--- src/hdl/irig_j_time_code_formatter_unit_defines.svh ---
// Assertion macros for the IRIG J time code formatter RTL.
`ifndef IRIG_J_TIME_CODE_FORMATTER_UNIT_DEFINES_SVH
`define IRIG_J_TIME_CODE_FORMATTER_UNIT_DEFINES_SVH

// Same-cycle implication, sampled on clk, off while rst_n is low.
`define IJTC_ASSERT_NOW(lbl, ante, cons) \
  lbl: assert property (@(posedge clk) disable iff (!rst_n) (ante) |-> (cons)) \
    else $error("ijtc same-cycle check failed");

// Next-cycle implication, sampled on clk, off while rst_n is low.
`define IJTC_ASSERT_NEXT(lbl, ante, cons) \
  lbl: assert property (@(posedge clk) disable iff (!rst_n) (ante) |=> (cons)) \
    else $error("ijtc next-cycle check failed");

`endif

--- src/hdl/ijtc_pkg.sv ---
// Shared types, constants and the microcode program of the IRIG J formatter.
package ijtc_pkg;

  localparam int STEP_W = 6;
  localparam int SOD_W  = 17;

  typedef logic [STEP_W-1:0] step_t;
  typedef logic [3:0]        op_t;
  typedef logic [3:0]        kind_t;
  typedef logic [1:0]        jump_t;
  typedef logic [6:0]        char_t;

  // Datapath operations.
  localparam op_t OP_WAIT_IN  = 4'd0;
  localparam op_t OP_EMIT_LIT = 4'd1;
  localparam op_t OP_EMIT_QUO = 4'd2;
  localparam op_t OP_EMIT_ACC = 4'd3;
  localparam op_t OP_LDDV     = 4'd4;
  localparam op_t OP_CSUB     = 4'd5;
  localparam op_t OP_XFER     = 4'd6;
  localparam op_t OP_INC      = 4'd7;
  localparam op_t OP_LOAD_SV  = 4'd8;
  localparam op_t OP_SWAP     = 4'd9;
  localparam op_t OP_NOP      = 4'd10;

  // Divisor kinds: each picks a constant, an iteration count and a mode.
  localparam kind_t K_NONE = 4'd0;
  localparam kind_t K_DAY  = 4'd1;
  localparam kind_t K_400Y = 4'd2;
  localparam kind_t K_100Y = 4'd3;
  localparam kind_t K_4Y   = 4'd4;
  localparam kind_t K_1Y   = 4'd5;
  localparam kind_t K_100  = 4'd6;
  localparam kind_t K_10   = 4'd7;
  localparam kind_t K_HR   = 4'd8;
  localparam kind_t K_MIN  = 4'd9;

  // Sequencing after a step completes.
  localparam jump_t JMP_NEXT      = 2'd0;
  localparam jump_t JMP_ALWAYS    = 2'd1;
  localparam jump_t JMP_NO_TENTHS = 2'd2;

  localparam int SECS_PER_DAY      = 86400;
  localparam int DAYS_PER_400Y     = 146097;
  localparam int DAYS_PER_100Y     = 36524;
  localparam int DAYS_PER_4Y       = 1461;
  localparam int DAYS_PER_1Y       = 365;
  localparam int DAYS_1601_TO_1970 = 134774;
  localparam int SECS_PER_HOUR     = 3600;
  localparam int SECS_PER_MIN      = 60;

  localparam char_t CH_SOH   = 7'h01;
  localparam char_t CH_COLON = 7'h3A;
  localparam char_t CH_DOT   = 7'h2E;
  localparam char_t CH_ZERO  = 7'h30;
  localparam char_t CH_CR    = 7'h0D;
  localparam char_t CH_LF    = 7'h0A;

  localparam step_t STEP_CR   = 6'd47;
  localparam step_t LAST_STEP = 6'd48;

  typedef struct packed {
    op_t   op;
    kind_t kind;
    char_t chr;
    logic  last;
    jump_t jmp;
    step_t target;
  } uword_t;

  typedef struct packed {
    uword_t word;
    logic   go;
  } dp_ctl_t;

  typedef struct packed {
    logic loop_done;
    logic out_free;
  } dp_stat_t;

  function automatic uword_t uw(op_t op, kind_t kind, char_t chr, logic last,
                                jump_t jmp, step_t target);
    uword_t w;
    w.op     = op;
    w.kind   = kind;
    w.chr    = chr;
    w.last   = last;
    w.jmp    = jmp;
    w.target = target;
    return w;
  endfunction

  function automatic uword_t op_only(op_t op, kind_t kind);
    return uw(op, kind, CH_SOH, 1'b0, JMP_NEXT, '0);
  endfunction

  function automatic uword_t emit(char_t chr);
    return uw(OP_EMIT_LIT, K_NONE, chr, 1'b0, JMP_NEXT, '0);
  endfunction

  // Control store: one word per step.
  function automatic uword_t ucode(step_t s);
    uword_t w;
    unique case (s)
      6'd0:  w = op_only(OP_WAIT_IN, K_NONE);
      6'd1:  w = emit(CH_SOH);
      6'd2:  w = op_only(OP_LDDV, K_DAY);
      6'd3:  w = op_only(OP_CSUB, K_DAY);
      6'd4:  w = op_only(OP_XFER, K_NONE);
      6'd5:  w = op_only(OP_LDDV, K_400Y);
      6'd6:  w = op_only(OP_CSUB, K_400Y);
      6'd7:  w = op_only(OP_LDDV, K_100Y);
      6'd8:  w = op_only(OP_CSUB, K_100Y);
      6'd9:  w = op_only(OP_LDDV, K_4Y);
      6'd10: w = op_only(OP_CSUB, K_4Y);
      6'd11: w = op_only(OP_LDDV, K_1Y);
      6'd12: w = op_only(OP_CSUB, K_1Y);
      6'd13: w = op_only(OP_INC, K_NONE);
      6'd14: w = op_only(OP_LDDV, K_100);
      6'd15: w = op_only(OP_CSUB, K_100);
      6'd16: w = op_only(OP_EMIT_QUO, K_NONE);
      6'd17: w = op_only(OP_LDDV, K_10);
      6'd18: w = op_only(OP_CSUB, K_10);
      6'd19: w = op_only(OP_EMIT_QUO, K_NONE);
      6'd20: w = op_only(OP_EMIT_ACC, K_NONE);
      6'd21: w = emit(CH_COLON);
      6'd22: w = op_only(OP_LOAD_SV, K_NONE);
      6'd23: w = op_only(OP_LDDV, K_HR);
      6'd24: w = op_only(OP_CSUB, K_HR);
      6'd25: w = op_only(OP_SWAP, K_NONE);
      6'd26: w = op_only(OP_LDDV, K_10);
      6'd27: w = op_only(OP_CSUB, K_10);
      6'd28: w = op_only(OP_EMIT_QUO, K_NONE);
      6'd29: w = op_only(OP_EMIT_ACC, K_NONE);
      6'd30: w = emit(CH_COLON);
      6'd31: w = op_only(OP_LOAD_SV, K_NONE);
      6'd32: w = op_only(OP_LDDV, K_MIN);
      6'd33: w = op_only(OP_CSUB, K_MIN);
      6'd34: w = op_only(OP_SWAP, K_NONE);
      6'd35: w = op_only(OP_LDDV, K_10);
      6'd36: w = op_only(OP_CSUB, K_10);
      6'd37: w = op_only(OP_EMIT_QUO, K_NONE);
      6'd38: w = op_only(OP_EMIT_ACC, K_NONE);
      6'd39: w = emit(CH_COLON);
      6'd40: w = op_only(OP_LOAD_SV, K_NONE);
      6'd41: w = op_only(OP_LDDV, K_10);
      6'd42: w = op_only(OP_CSUB, K_10);
      6'd43: w = op_only(OP_EMIT_QUO, K_NONE);
      6'd44: w = uw(OP_EMIT_ACC, K_NONE, CH_SOH, 1'b0, JMP_NO_TENTHS, STEP_CR);
      6'd45: w = emit(CH_DOT);
      6'd46: w = emit(CH_ZERO);
      6'd47: w = emit(CH_CR);
      6'd48: w = uw(OP_EMIT_LIT, K_NONE, CH_LF, 1'b1, JMP_ALWAYS, '0);
      default: w = uw(OP_NOP, K_NONE, CH_SOH, 1'b0, JMP_ALWAYS, '0);
    endcase
    return w;
  endfunction

endpackage

--- src/hdl/ijtc_seq.sv ---
// Microcode sequencer: step counter, control store and jump logic.
module ijtc_seq (
  input  logic               clk,
  input  logic               rst_n,
  input  logic               in_valid,
  output logic               in_ready,
  input  logic               tenths,
  input  ijtc_pkg::dp_stat_t stat,
  output ijtc_pkg::dp_ctl_t  ctl
);

  ijtc_pkg::step_t  step_r;
  ijtc_pkg::step_t  step_nxt;
  ijtc_pkg::step_t  step_inc;
  ijtc_pkg::uword_t word;
  logic             go;
  logic             done;

  assign word     = ijtc_pkg::ucode(step_r);
  assign step_inc = step_r + ijtc_pkg::step_t'(1);
  assign in_ready = (word.op == ijtc_pkg::OP_WAIT_IN);

  always_comb begin
    unique case (word.op) inside
      ijtc_pkg::OP_WAIT_IN: go = in_valid;
      ijtc_pkg::OP_EMIT_LIT, ijtc_pkg::OP_EMIT_QUO, ijtc_pkg::OP_EMIT_ACC: go = stat.out_free;
      default: go = 1'b1;
    endcase
  end

  // A subtract loop holds its step until the iteration count runs out.
  assign done = go && ((word.op != ijtc_pkg::OP_CSUB) || stat.loop_done);

  always_comb begin
    step_nxt = step_r;
    if (done) begin
      unique case (word.jmp)
        ijtc_pkg::JMP_ALWAYS:    step_nxt = word.target;
        ijtc_pkg::JMP_NO_TENTHS: step_nxt = tenths ? step_inc : word.target;
        default:                 step_nxt = step_inc;
      endcase
    end
  end

  always_ff @(posedge clk) begin
    if (!rst_n) begin
      step_r <= '0;
    end else begin
      step_r <= step_nxt;
    end
  end

  assign ctl.word = word;
  assign ctl.go   = go;

endmodule

--- src/hdl/ijtc_dp.sv ---
// Datapath: accumulator, divisor, quotient, save register and output stage.
module ijtc_dp #(
  parameter int SECONDS_WIDTH = 34
) (
  input  logic                     clk,
  input  logic                     rst_n,
  input  ijtc_pkg::dp_ctl_t        ctl,
  input  logic [SECONDS_WIDTH-1:0] in_secs,
  output ijtc_pkg::dp_stat_t       stat,
  input  logic                     out_ready,
  output logic                     out_valid,
  output logic [6:0]               out_char,
  output logic                     out_last
);

  localparam int DW   = SECONDS_WIDTH;
  localparam int QB   = DW - 16;               // day quotient bits
  localparam int DB   = ((QB > 18) ? QB : 18) + 1;  // day count bits after offset
  localparam int N400 = DB - 17;               // quotient bits of the 400-year step
  localparam int CW   = $clog2(QB);
  localparam int SW   = ijtc_pkg::SOD_W;

  logic [DW-1:0] acc_r, acc_nxt;
  logic [DW-1:0] dv_r, dv_nxt;
  logic [QB-1:0] quo_r, quo_nxt;
  logic [CW-1:0] cnt_r, cnt_nxt;
  logic [SW-1:0] sv_r, sv_nxt;
  logic          out_valid_r, out_valid_nxt;
  logic [6:0]    out_char_r, out_char_nxt;
  logic          out_last_r, out_last_nxt;

  logic [DW-1:0] dv_init;
  logic [CW-1:0] cnt_init;
  logic          dv_shift;
  logic          ge;
  logic [DW-1:0] diff;
  logic          out_free;

  // Divisor table: shifted kinds run a restoring division, the others
  // subtract a fixed amount up to three times, which also clamps.
  always_comb begin
    unique case (ctl.word.kind)
      ijtc_pkg::K_DAY: begin
        dv_init  = DW'(ijtc_pkg::SECS_PER_DAY) << (QB - 1);
        cnt_init = CW'(QB - 1);
        dv_shift = 1'b1;
      end
      ijtc_pkg::K_400Y: begin
        dv_init  = DW'(ijtc_pkg::DAYS_PER_400Y) << (N400 - 1);
        cnt_init = CW'(N400 - 1);
        dv_shift = 1'b1;
      end
      ijtc_pkg::K_100Y: begin
        dv_init  = DW'(ijtc_pkg::DAYS_PER_100Y);
        cnt_init = CW'(2);
        dv_shift = 1'b0;
      end
      ijtc_pkg::K_4Y: begin
        dv_init  = DW'(ijtc_pkg::DAYS_PER_4Y) << 4;
        cnt_init = CW'(4);
        dv_shift = 1'b1;
      end
      ijtc_pkg::K_1Y: begin
        dv_init  = DW'(ijtc_pkg::DAYS_PER_1Y);
        cnt_init = CW'(2);
        dv_shift = 1'b0;
      end
      ijtc_pkg::K_100: begin
        dv_init  = DW'(100);
        cnt_init = CW'(2);
        dv_shift = 1'b0;
      end
      ijtc_pkg::K_10: begin
        dv_init  = DW'(10) << 3;
        cnt_init = CW'(3);
        dv_shift = 1'b1;
      end
      ijtc_pkg::K_HR: begin
        dv_init  = DW'(ijtc_pkg::SECS_PER_HOUR) << 4;
        cnt_init = CW'(4);
        dv_shift = 1'b1;
      end
      ijtc_pkg::K_MIN: begin
        dv_init  = DW'(ijtc_pkg::SECS_PER_MIN) << 5;
        cnt_init = CW'(5);
        dv_shift = 1'b1;
      end
      default: begin
        dv_init  = '0;
        cnt_init = '0;
        dv_shift = 1'b0;
      end
    endcase
  end

  assign ge       = (acc_r >= dv_r);
  assign diff     = acc_r - dv_r;
  assign out_free = !out_valid_r || out_ready;

  always_comb begin
    acc_nxt       = acc_r;
    dv_nxt        = dv_r;
    quo_nxt       = quo_r;
    cnt_nxt       = cnt_r;
    sv_nxt        = sv_r;
    out_valid_nxt = out_valid_r && !out_ready;
    out_char_nxt  = out_char_r;
    out_last_nxt  = out_last_r;
    if (ctl.go) begin
      unique case (ctl.word.op)
        ijtc_pkg::OP_WAIT_IN: acc_nxt = in_secs;
        ijtc_pkg::OP_LDDV: begin
          dv_nxt  = dv_init;
          cnt_nxt = cnt_init;
          quo_nxt = '0;
        end
        ijtc_pkg::OP_CSUB: begin
          if (ge) begin
            acc_nxt = diff;
          end
          if (dv_shift) begin
            quo_nxt = {quo_r[QB-2:0], ge};
            dv_nxt  = dv_r >> 1;
          end else begin
            quo_nxt = quo_r + QB'(ge);
          end
          if (cnt_r != '0) begin
            cnt_nxt = cnt_r - CW'(1);
          end
        end
        ijtc_pkg::OP_XFER: begin
          sv_nxt  = acc_r[SW-1:0];
          acc_nxt = DW'(quo_r) + DW'(ijtc_pkg::DAYS_1601_TO_1970);
        end
        ijtc_pkg::OP_INC:     acc_nxt = acc_r + DW'(1);
        ijtc_pkg::OP_LOAD_SV: acc_nxt = DW'(sv_r);
        ijtc_pkg::OP_SWAP: begin
          sv_nxt  = acc_r[SW-1:0];
          acc_nxt = DW'(quo_r);
        end
        ijtc_pkg::OP_EMIT_LIT: begin
          out_valid_nxt = 1'b1;
          out_char_nxt  = ctl.word.chr;
          out_last_nxt  = ctl.word.last;
        end
        ijtc_pkg::OP_EMIT_QUO: begin
          out_valid_nxt = 1'b1;
          out_char_nxt  = ijtc_pkg::CH_ZERO + 7'(quo_r[3:0]);
          out_last_nxt  = ctl.word.last;
        end
        ijtc_pkg::OP_EMIT_ACC: begin
          out_valid_nxt = 1'b1;
          out_char_nxt  = ijtc_pkg::CH_ZERO + 7'(acc_r[3:0]);
          out_last_nxt  = ctl.word.last;
        end
        default: ;
      endcase
    end
  end

  always_ff @(posedge clk) begin
    if (!rst_n) begin
      out_valid_r <= 1'b0;
    end else begin
      out_valid_r <= out_valid_nxt;
    end
  end

  always_ff @(posedge clk) begin
    acc_r      <= acc_nxt;
    dv_r       <= dv_nxt;
    quo_r      <= quo_nxt;
    cnt_r      <= cnt_nxt;
    sv_r       <= sv_nxt;
    out_char_r <= out_char_nxt;
    out_last_r <= out_last_nxt;
  end

  assign stat.loop_done = (cnt_r == '0);
  assign stat.out_free  = out_free;
  assign out_valid      = out_valid_r;
  assign out_char       = out_char_r;
  assign out_last       = out_last_r;

endmodule

--- src/hdl/irig_j_time_code_formatter_unit.sv ---
// Start: after an accept the step counter moves to the SOH step, which loads SOH into the
//   output register once that register is free. One request is handled at a time; the
//   next is taken when the program returns to its wait step, and out_ready stalls hold it.
//   The pace is set by the single shared compare-subtract unit, one quotient bit a cycle.
// Reset: rst_n (synchronous) clears the step counter and output valid and sets
//   include_tenths to 1.
`include "irig_j_time_code_formatter_unit_defines.svh"

module irig_j_time_code_formatter_unit #(
  parameter int SECONDS_WIDTH = 34
) (
  input  logic                     clk,
  input  logic                     rst_n,
  // Request channel: one PPS-latched seconds count per request.
  input  logic                     in_valid,
  output logic                     in_ready,
  input  logic [SECONDS_WIDTH-1:0] in_epoch_seconds,
  // Result channel: one ASCII character per transfer.
  output logic                     out_valid,
  input  logic                     out_ready,
  output logic [6:0]               out_char_code,
  output logic                     out_last_char,
  // Register port, one register (include_tenths) at byte address 0.
  input  logic                     cfg_psel,
  input  logic                     cfg_penable,
  input  logic                     cfg_pwrite,
  input  logic [2:0]               cfg_paddr,
  input  logic [31:0]              cfg_pwdata,
  output logic [31:0]              cfg_prdata,
  output logic                     cfg_pready
);

  // The program splits the count into days and second of day, folds the
  // day count (offset to 1601) through the 400/100/4/1-year cycles to get
  // the day of year, then peels hours, minutes and seconds and turns each
  // into decimal digits, sending every character as soon as it is known.

  logic               tenths_r;
  logic               tenths_nxt;
  logic               cfg_wr;
  ijtc_pkg::dp_ctl_t  ctl;
  ijtc_pkg::dp_stat_t stat;

  assign cfg_pready = 1'b1;
  assign cfg_wr     = cfg_psel && cfg_penable && cfg_pwrite && cfg_pready;

  // Only the word at index 0 exists; other addresses read zero and drop writes.
  always_comb begin
    tenths_nxt = tenths_r;
    if (cfg_wr && (cfg_paddr[2] == 1'b0)) begin
      tenths_nxt = cfg_pwdata[0];
    end
  end

  assign cfg_prdata = (cfg_paddr[2] == 1'b0) ? {31'b0, tenths_r} : 32'b0;

  always_ff @(posedge clk) begin
    if (!rst_n) begin
      tenths_r <= 1'b1;
    end else begin
      tenths_r <= tenths_nxt;
    end
  end

  // Control store and step counter.
  ijtc_seq u_seq (
    .clk      (clk),
    .rst_n    (rst_n),
    .in_valid (in_valid),
    .in_ready (in_ready),
    .tenths   (tenths_r),
    .stat     (stat),
    .ctl      (ctl)
  );

  // Shared compare-subtract datapath and output register.
  ijtc_dp #(
    .SECONDS_WIDTH (SECONDS_WIDTH)
  ) u_dp (
    .clk       (clk),
    .rst_n     (rst_n),
    .ctl       (ctl),
    .in_secs   (in_epoch_seconds),
    .stat      (stat),
    .out_ready (out_ready),
    .out_valid (out_valid),
    .out_char  (out_char_code),
    .out_last  (out_last_char)
  );

  // One request in flight: the cycle after an accept the program is busy.
  `IJTC_ASSERT_NEXT(a_one_request, in_valid && in_ready, !in_ready)
  // The flagged character is always the line feed.
  `IJTC_ASSERT_NOW(a_last_is_lf, out_valid && out_last_char, out_char_code == ijtc_pkg::CH_LF)
  // Every subtract loop is armed with more than one iteration.
  `IJTC_ASSERT_NEXT(a_loop_armed, ctl.go && (ctl.word.op == ijtc_pkg::OP_LDDV), !stat.loop_done)

endmodule
--- config.mk ---
export PLATFORM = sky130hd
export DESIGN_NAME = irig_j_time_code_formatter_unit
export DESIGN_NICKNAME = d
export VERILOG_FILES = /design/src/hdl/ijtc_pkg.sv /design/src/hdl/ijtc_seq.sv /design/src/hdl/ijtc_dp.sv /design/src/hdl/irig_j_time_code_formatter_unit.sv
export VERILOG_INCLUDE_DIRS = /design/src /design/src/hdl
export SDC_FILE = /design/constraint.sdc
export NUM_CORES = 1
export LEC_CHECK = 0
export BUFFER_PORTS_ARGS = -buffer_cell sky130_fd_sc_hd__buf_2
export CAP_MARGIN = 0
export CORE_MARGIN = 3
export CORE_UTILIZATION = 34
export CTS_CLUSTER_DIAMETER = 200
export DETAILED_ROUTE_END_ITERATION = 16
export PLACE_DENSITY = 0.52
export SLEW_MARGIN = 20
export SYNTH_ARGS = -nofsm -noshare
export SYNTH_HDL_FRONTEND = slang
export SYNTH_HIERARCHICAL = 1
export SYNTH_SLANG_ARGS = --single-unit
--- constraint.sdc ---
create_clock -name clk -period 11.8 [get_ports clk]
set_input_delay 1.18 -clock clk [delete_from_list [all_inputs] [get_ports clk]]
set_output_delay 1.18 -clock clk [all_outputs]
set_load 0.01 [all_outputs]
-- Yosys cells after proc, flatten, opt, wreduce, memory -nomap -nowiden
Memories as Yosys holds them, arrays and structs flattened. A register that Yosys moved wholly into a read port is not among the register bits.
Index checks and enable logic that the tools add are counted.
Widths: inputs -> output; s select.
- memory bits (read-only): 1840
- flip-flop bits (word level): 124
- word-level logic and storage cells: 78
- output and inout port bits: 43
- input port bits: 76
- RAM bits: 0
- bits in latches: 0
- memories: 2
- memories (memory ; depth ; width ; read ports ; clocked after memory_dff ; write ports ; RTL line ; RTL):
    (no name shown) ; 64 ; 22 ; 1 ; 1 ; 0 ; ijtc_pkg.sv:104 ; unique case (s)
    (no name shown) ; 16 ; 27 ; 1 ; 0 ; 0 ; ijtc_dp.sv:42 ; unique case (ctl.word.kind)
- add/subtract/negate cells: 8
- bitwise logic cells: 1
- reductions and logical operators: 24
- mux-type cells: 17
- shift-type cells: 0
- multipliers: 0
- divide/modulo/power cells: 0
- eq/ne operators: 15
- $lt $le $gt $ge: 1
- operators with widths (kind ; count):
    $pmux 34 s6 ; 1
    $mux 34 ; 2
    $pmux 34 s2 ; 1
    $pmux 18 s2 ; 1
    $add 34x1->34 const B ; 1
    $ge 34x34->1 ; 1
    $sub 34x34->34 ; 1
    $pmux 7 s3 ; 1
    $add 18x18->19 const B ; 1
    $add 18x1->18 ; 1
    $mux 18 ; 1
    $mux 6 ; 3
    $eq 4x3->1 const B ; 4
    $add 6x4->7 const A ; 2
    $pmux 6 s2 ; 1
    $pmux 5 s2 ; 1
    $reduce_and 3->1 ; 3
    $eq 4x2->1 const B ; 2
    $eq 4x4->1 const B ; 2
    $reduce_and 2->1 ; 4
    $add 6x1->6 const B ; 1
    $ne 2x1->1 const B ; 3
    $reduce_bool 6->1 ; 1
    $logic_and 1x1->1 ; 5
    other kinds (18) ; 22

-- Depth between registers and ports, before layout
- depth after elaboration: 6
- depth in mapped cells: 21

-- Modules after synthesis
Netlist, hierarchy kept.
- modules (own cells, without submodules) (module ; seq. area each (µm²) ; area each (µm²) ; cells each ; instances):
    ijtc_dp ; 3503.4 ; 8961.1 ; 998 ; 1
    ijtc_seq ; 460.4 ; 1978.1 ; 225 ; 1
    irig_j_time_code_formatter_unit ; 20.0 ; 320.3 ; 40 ; 1

-- Worst setup path after synthesis
No wires, ideal clock.
- kind: input -> register
- start: in in_valid
- end: reg u_dp.dv_r[0], enable pin
- path slack: 7.559 ns
- stages: 7
- buffers on the path: 2
- data required time: 11.363 ns
- arrival time: 3.804 ns
- path through: or3b_1 -> and3_4 -> clkinv_4 -> buf_12 -> buf_4 -> nand2_1 -> a21oi_1
- longest elaborated chain between the ends: 2
- RTL lines (what ; RTL line ; RTL):
    start: declaration ; irig_j_time_code_formatter_unit.sv:15 ; input logic in_valid,
    $pmux 1 s2 ; ijtc_seq.sv:24 ; unique case (word.op) inside
    via u_seq.go ; ijtc_seq.sv:16 ; logic go;
    $reduce_and 3->1 (no line) ; -- ;
    end signal: assignment ; ijtc_dp.sv:171 ; dv_r <= dv_nxt;
    end: declaration ; ijtc_dp.sv:24 ; logic [DW-1:0] dv_r, dv_nxt;
The timed path passes the listed nets, and every way through them passes these cells.
A chain may end at the register's enable or synchronous reset.

-- Worst setup path after layout
- start: reg u_dp.acc_r[0]
- end: reg u_dp.quo_r[15] (data pin)
- longest elaborated chain between the ends: 4
- RTL lines (what ; RTL line ; RTL):
    start: declaration ; ijtc_dp.sv:23 ; logic [DW-1:0] acc_r, acc_nxt;
    start signal: assignment ; ijtc_dp.sv:170 ; acc_r <= acc_nxt;
    $ge 34x34->1 ; ijtc_dp.sv:96 ; assign ge = (acc_r >= dv_r);
    $add 18x1->18 ; ijtc_dp.sv:125 ; quo_nxt = quo_r + QB'(ge);
    $mux 18 ; ijtc_dp.sv:121 ; if (dv_shift) begin
    $pmux 18 s2 ; ijtc_dp.sv:110 ; unique case (ctl.word.op)
    end signal: assignment ; ijtc_dp.sv:172 ; quo_r <= quo_nxt;
    end: declaration ; ijtc_dp.sv:25 ; logic [QB-1:0] quo_r, quo_nxt;
No other way between the ends.

==> qor.yml <==
numCtsBuffers: 17
finalCritPeriodShare_pct: 39.7
fin_total_pwr_mw: 2.64
vias_per_cell: 5.57
cts_setup_buffers: 0
p_seq_share_pct: 31.4
setup_tns_ps: 0
clock-sinks: 141
fin_worst_skew_ps: 24.2
final_area_sq_mm: 0.0122
sw_frac_of_total_pct: 44.4
synth_warnings: 6
worst_slew_pin_slew_ps: 979
cts.htree.levels: 4
cap_violations: 0
syn_avg_cell_area_sq_um: 8.92
grt_pass1_vias: 9192
wl_per_cell_microns: 18.6
power_switching_mw: 1.17
slowest_stage: "edfxtp_1"
totalWireLength_microns: 31800
cp.required_ps: 11950
core_area_sq_mm: 0.0320
area_growth_pct: 8.81
peakVddDrop_v: 0.000110
gr-total-overflow: 0
drt_iter0_markers: 737
rsz0062_at_grt: "no"
critPathBufInv: 3
die_height_microns: 188
finalSetupViolCount: 0
place_congestion: 0.866
placed_area_sq_mm: 0.0116
synth_cells: 1257
antenna_found_initial: 0
fmax_ghz: 0.214
hold_ws_ps: 401
dp_slack_ps: 7160
p_comb_share_pct: 46.8
cts_hold_buf: 0
p_leak_nw: 4.60
num_antenna_cells: 0
cts_tree: "done"
critical_path.cell_chain: "inv_1, ha_1, inv_1, fa_1, a21o_1, a221oi_2, o221ai_2, a31o_4, nand3_4, nand3_4, a221oi_4, inv_1, ha_1, nand2_1, nor2_1, and4_1, nand2_1, nor2_1, nand2_1, or2_0, a31oi_1"
grt_max_degree: 86
cts_resized: 0
post-route-util_pct: 38.1
dr.pass1.iters: 8
start_util_pct: 35.0
clk_latency_ps: 450
rows: 65
drc: 0
min_period_ps: 4680
end_kind: "flip-flop"
slew_headroom_pct: 34.7
clockBufferDepth: 2
cp.arrival_ps: 4830
cts-root-buf: "clkbuf_16"
slowest_delay_ps: 520
hold_path.class: "flip-flop to flip-flop"
fillers: 3314
status: "completed"
slew_violations: 0
path_delay_family: "compound AO/OA/AOI/OAI gates"
layout_common_cells: "116 x edfxtp_1, 97 x nor2_1, 91 x a21oi_1"
clkPwrFrac_pct: 21.8
clk_pin_slew_ps: 70
layoutNonFillerInstCount: 1709
drive_gt1_share_pct: 12.4
ioPinCount: 119
start_kind: "flip-flop"
drtAntennaViolNets: 0
grt_util_all_layers_pct: 17.8
dpl.hpwl_microns: 22700
cp_max_fo: 7
nets: 1394
netlist_area_sq_mm: 0.0112
die_area_sq_mm: 0.0352
final_common_cell: "edfxtp_1"
critPathKind: "flip-flop to flip-flop"
powerDensity_mw_per_mm2: 217
grt_pass1_wl_microns: 50700
placed_cells: 1677
dr_total_vias: 9516
hold_violations: 0
worst_slack_ps: 7120
port_buffers: 53
intPower_mw: 1.47
dieWidth_microns: 188
cell type report:
cell class              instances  area, sq um  share of cell area [%]
clock buffers                  17          425                    3.49
repair buffers                 62          333                    2.73
inverters                      77          295                    2.42
well taps                     435          544                    4.46
multi-input cells             962         6430                    52.7
flip-flops and latches        141         3980                    32.6
clock inverters                15          186                    1.53
power groups by stage:
stage,clock (mW),sequential (mW),combinational (mW)
after detailed placement,0,0.839,1.22
after global routing,0.614,0.847,1.37
after CTS,0.591,0.829,1.22
final,0.577,0.829,1.24
after floorplan,0,0.787,0.966
after global placement,0,0.839,1.22
flip-flops by register name (all words and copies together) (netlist names):
name            count
tenths_r            1
u_dp/acc_r         34
u_dp/cnt_r          5
u_dp/dv_r          34
u_dp/out_char       7
u_dp/out_last       1
u_dp/out_valid      1
u_dp/quo_r         18
u_dp/sv_r          17
u_seq/step_r        6
u_seq/word         17
final timing paths:
check,to,cells past startpoint,slack (ps),startpoint
hold / removal,u_dp/out_last$_DFFE_PP_,0,400,u_seq/word[8]$_SDFF_PN0_
setup reg to reg,u_dp/quo_r[15]$_SDFFCE_PN0P_,21,7120,u_dp/acc_r[0]$_DFFE_PP_
hold reg to reg,u_dp/out_last$_DFFE_PP_,0,400,u_seq/word[8]$_SDFF_PN0_
setup / recovery,u_dp/quo_r[15]$_SDFFCE_PN0P_,21,7120,u_dp/acc_r[0]$_DFFE_PP_
worst register-to-register path: cells and delay by family, from the launching register on:
| family | cells | cell delay [ps] |
|---|---|---|
| simple gates | 9 | 1080 |
| buf+inv | 3 | 250 |
| compound gates | 6 | 1720 |
| fa+ha+maj | 3 | 820 |
| flops | 1 | 520 |
layer usage:
| layer | wire length [microns] | track usage (%) | vias to the layer above | part of all wire (%) |
|---|---|---|---|---|
| met1 | 15000 | 24.5 | 4642 | 47 |
| li1 | - | - | 4613 | - |
| met3 | 1280 | 3.14 | 31 | 4.0 |
| met2 | 15000 | 28.9 | 230 | 47 |
| met4 | 527 | 5.05 | 0 | 1.7 |
| met5 | 0 | 0 | - | 0 |
Note: power is estimated with default switching activity, not from simulation.
